### config.mk
export PLATFORM = sky130hd
export DESIGN_NAME = rbft_divider
export DESIGN_NICKNAME = d
export VERILOG_FILES = /design/src/design/rbft_divider.sv
export SDC_FILE = /design/constraint.sdc
export NUM_CORES = 1
export LEC_CHECK = 0
export BUFFER_PORTS_ARGS = -buffer_cell sky130_fd_sc_hd__buf_2
export CAP_MARGIN = 0
export CORE_MARGIN = 10
export CORE_UTILIZATION = 58
export DETAILED_ROUTE_END_ITERATION = 12
export HOLD_SLACK_MARGIN = 0.15
export PLACE_DENSITY_LB_ADDON = 0.2
export SYNTH_ARGS = -nofsm -noshare
export SYNTH_HDL_FRONTEND = slang
export SYNTH_SLANG_ARGS = --single-unit
### constraint.sdc
create_clock -name aclk -period 6.3 [get_ports aclk]
set_input_delay 0.945 -clock aclk [delete_from_list [all_inputs] [get_ports aclk]]
set_output_delay 0.945 -clock aclk [all_outputs]
set_load 0.01 [all_outputs]
### src/design/rbft_divider.sv
// Restoring bit-serial divider shared by the two divisions by register values in the tracker.
// Depends on nothing but its ports; one quotient bit per cycle.
`timescale 1ns / 1ps
module rbft_divider #(
    parameter int W = 64
) (
    input  logic         aclk,
    input  logic         aresetn,
    input  logic         start,
    input  logic [W-1:0] dividend,
    input  logic [W-1:0] divisor,
    output logic         done,
    output logic [W-1:0] quotient
);
    localparam int CW = $clog2(W + 1);

    logic [W-1:0]  rem_reg, quo_reg, den_reg;
    logic [CW-1:0] cnt_reg;
    logic          busy_reg, done_reg;
    logic [W:0]    trial;

    // Shift in the next dividend bit and try a subtraction.
    assign trial = {rem_reg, quo_reg[W-1]} - {1'b0, den_reg};

    always_ff @(posedge aclk) begin
        if (!aresetn) begin
            busy_reg <= 1'b0;
            done_reg <= 1'b0;
            cnt_reg  <= '0;
        end else begin
            done_reg <= 1'b0;
            if (start) begin
                busy_reg <= 1'b1;
                rem_reg  <= '0;
                quo_reg  <= dividend;
                den_reg  <= divisor;
                cnt_reg  <= CW'(W);
            end else if (busy_reg) begin
                if (!trial[W]) begin
                    rem_reg <= trial[W-1:0];
                    quo_reg <= {quo_reg[W-2:0], 1'b1};
                end else begin
                    rem_reg <= {rem_reg[W-2:0], quo_reg[W-1]};
                    quo_reg <= {quo_reg[W-2:0], 1'b0};
                end
                cnt_reg <= cnt_reg - 1'b1;
                if (cnt_reg == CW'(1)) begin
                    busy_reg <= 1'b0;
                    done_reg <= 1'b1;
                end
            end
        end
    end

    assign done     = done_reg;
    assign quotient = quo_reg;
endmodule

==> results.py <==
metrics = {
    "synth": {
        "synth_top_area_share_pct": 46.6,
        "synth_edf_count": 192,
        "synthArstFlopShare_pct": 0,
        "synth_area_leader_cell": "edfxtp_1",
        "ys_seq_elements": 201,
        "synthDistinctLibCells": 73,
        "synthesis.instances": 1205,
        "ys_seq_area_share_pct": 48.1,
        "syn_nets": 1403,
        "synth_area_um2": 12400,
        "synth.avg_cell_area_um2": 10.3,
        "synth_ff_type": "edfxtp_1",
        "ys_warn_count": 0,
        "ys_top_cells_by_area": "edfxtp_1, ha_1, mux2_2",
    },
    "floorplan": {
        "initial_core_util_pct": 58.8,
        "die_area_um2": 27600,
        "row_count": 53,
        "num_io_pins": 196,
        "coreArea_um2": 21000,
        "die_x_um": 166,
        "die_h_um": 166,
    },
    "sta": {
        "fin_crit_ns": 4.65,
        "finalSetupViolations": 0,
        "min_period_over_period_pct": 73.9,
        "grt_setup_unrepaired": "false",
        "relSlewSlack_pct": 19.9,
        "hold_viol": 0,
        "clock_skew_ns": 0.0181,
        "finalSetupTns_ns": 0,
        "final_max_slew_viol_count": 0,
        "fmax_ghz": 0.215,
        "worst_pin_slew_ns": 1.20,
    },
    "pwr": {
        "pwr_density_cell_nw_per_um2": 301,
        "p_leak_nw": 5.77,
        "ir_drop_v": 0.000237,
    },
    "worst_setup_path": {
        "worstPathCellList": "ha_1 -> nand2_2 -> or4_4 -> or4_4 -> or2_1 -> o311ai_4 -> and3_1 -> buf_4 -> or4b_1 -> a21oi_1",
        "path_class": "flip-flop to flip-flop",
        "reg2reg_to": "rem_reg[44]",
        "cpMostUsedCell": "or4_4",
        "slowest_stage": "and3_1",
        "critPathBufInv": 1,
        "cp_max_fo": 35,
        "r2r_setup_slack_ns": 1.65,
        "cp-start-kind": "flip-flop",
        "worstPathRequired_ns": 6.54,
        "r2r_start": "rem_reg[30]",
        "rr_worst_depth": 10,
        "crit_arrival_ns": 4.89,
        "end_kind": "flip-flop",
        "slowest_delay_ns": 1.02,
        "cp_top_family": "simple AND/OR/NAND/NOR gates",
    },
    "clocking": {
        "cts_buffers": 24,
        "tritoncts": "done",
        "hold_buffers": 0,
        "htreeDepth": 1,
        "clkLatencyLatePin_ns": 0.54,
        "clk_pin_slew_ns": 0.06,
        "cts_root_buffer": "clkbuf_16",
        "clockBufferDepth": 3,
        "clock-sinks": 201,
        "cts-resized-gates": 0,
        "postCtsSetupRepairBufs": 0,
    },
    "grt": {
        "grt_overflow": 0,
        "antenna_found_initial": 2,
        "grt_max_degree": 83,
        "grt.total_usage_pct": 23.0,
        "grt_pass1_vias": 10300,
        "grt_pass1_wl_um": 53400,
    },
    "flow_run": {
        "drv_cap": 0,
    },
    "placed_design": {
        "dpl-instance-area_um2": 13500,
        "hpwlAfterDp_um": 24000,
        "gp_congestion": 0.918,
        "io_buffer_count": 195,
    },
    "routing": {
        "drtAntennaViolNets": 0,
        "via_count": 10100,
        "wl_met2_um": 15300,
        "drt_iter0_drc": 726,
        "drt-total-wl_um": 33400,
        "first_pass_iters": 5,
        "highest_layer": "met5",
        "m1WireLength_um": 13800,
        "drcViolationCount": 0,
        "vias_per_cell": 6.11,
        "wire_per_inst_um": 20.1,
        "dr_wl_met3_um": 3400,
    },
    "worst_hold_path": {
        "min_to": "done",
        "whs_path_depth": 1,
        "min-delay-start": "cnt_reg[6]",
        "hold_path.class": "flip-flop to flip-flop",
    },
    "run_status": {
        "outcome": "finished clean",
    },
    "final_layout": {
        "fin_area_um2": 14300,
        "area_growth_pct": 15.6,
        "drive_gt1_share_pct": 23.0,
        "nNetsFinal": 1564,
    },
}
placed cells by master (no fill, tap or decap), types with 8 or more instances in the layout:
cell type,synthesis,routed
a211oi_1,10,10
xnor2_1,29,29
nand2_1,69,69
ha_1,66,66
clkbuf_16,0,24
nor2_1,54,54
or3_1,10,10
a31oi_1,12,12
a21oi_1,133,133
nand2b_1,16,16
o21ai_0,97,97
mux2_2,63,63
o22ai_1,8,8
dfxtp_1,9,9
nand3_1,55,55
o21bai_1,15,15
and3_1,13,13
buf_2,6,194
inv_1,82,82
o21a_1,10,9
nor3_1,22,22
a21o_1,18,17
xor2_1,23,23
edfxtp_1,192,192
nand4_1,26,26
per-stage QoR:
step / power, mW / hold WS, ns / std cells / setup WS, ns / util [%]
floorplan: 2.56 / 0.441 / 1205 / 1.37 / -
global placement: 2.84 / 0.471 / 1615 / 1.82 / 64.0
detailed placement: 2.86 / 0.486 / 1615 / 1.67 / 64.0
CTS: 4.31 / 0.497 / 1659 / 1.67 / 68.0
global route: 4.51 / 0.515 / 1660 / 1.35 / 68.0
finish: 4.30 / 0.490 / 1660 / 1.65 / 68.0
layer usage:
metal | up-vias | GRT usage [%]
met4 | 2 | 6.93
met2 | 420 | 37.0
met3 | 59 | 7.90
met1 | 4817 | 28.7
met5 | - | 0
li1 | 4850 | -
cell type report:
type,count,area [um^2]
diodes,1,2.50
clock buffers,34,678
fillers,1635,6730
inverters,82,308
well taps,275,344
repair buffers,201,1020
multi-input cells,856,5840
flip-flops and latches,201,5950
clock inverters,10,150
power by group:
| part | leakage [nW] | internal [mW] | switching, mW | total, mW |
|---|---|---|---|---|
| logic | 3.45 | 0.462 | 0.723 | 1.19 |
| clock network | 0.402 | 0.876 | 0.565 | 1.44 |
| registers | 1.91 | 1.62 | 0.0575 | 1.67 |
| total | 5.77 | 2.95 | 1.35 | 4.30 |
worst reg2reg max path: stages (launching register included):
cell and delay [ns]:
edfxtp_1 0.39, ha_1 0.45, nand2_2 0.12, or4_4 0.58, or4_4 0.44, or2_1 0.28, o311ai_4 0.37, and3_1 1.02
buf_4 0.47, or4b_1 0.19, a21oi_1 0.06
cell usage after synthesis, types with 5 or more instances:
cell and n:
o31ai_1 6, o21ai_1 7, mux2_2 63, buf_2 6, nand2_1 69, a21o_1 18, a211oi_1 10, o21ai_0 97
nand2b_1 16, xor2_1 23, a21oi_1 133, nor2_1 54, and3_1 13, o22ai_1 8, ha_1 66, dfxtp_1 9
xnor2_1 29, o21bai_1 15, edfxtp_1 192, and2_1 7, nand3_1 55, clkbuf_2 5, a31oi_1 12, or3_1 10
nand4_1 26, clkbuf_1 51, inv_1 82, o21a_1 10, o211ai_1 7, nor3_1 22, or4b_1 7
cell families (layout without fill, tap and decap cells):
group / after synthesis / after routing / synth area share, %
simple gates: 305 / 305 / 12.6
compound gates: 365 / 365 / 17.9
xor+xnor: 52 / 52 / 3.68
other cells: 0 / 1 / 0
flops: 201 / 201 / 48.1
buf+inv: 148 / 327 / 4.79
mux: 67 / 67 / 6.06
fa+ha+maj: 67 / 67 / 6.84
worst max-delay path by stage:
stage	cells after the start	slack, ns	start	to
2_1_floorplan	4	1.37	start	busy_reg
3_3_place_gp	11	1.82	rem_reg[25]	rem_reg[44]
3_5_place_dp	11	1.67	rem_reg[25]	rem_reg[36]
4_1_cts	11	1.67	rem_reg[25]	rem_reg[36]
5_1_grt	13	1.35	quotient[63]	rem_reg[33]
6_report	10	1.65	rem_reg[30]	rem_reg[44]
No activity file was read; power rests on OpenSTA's default activity.
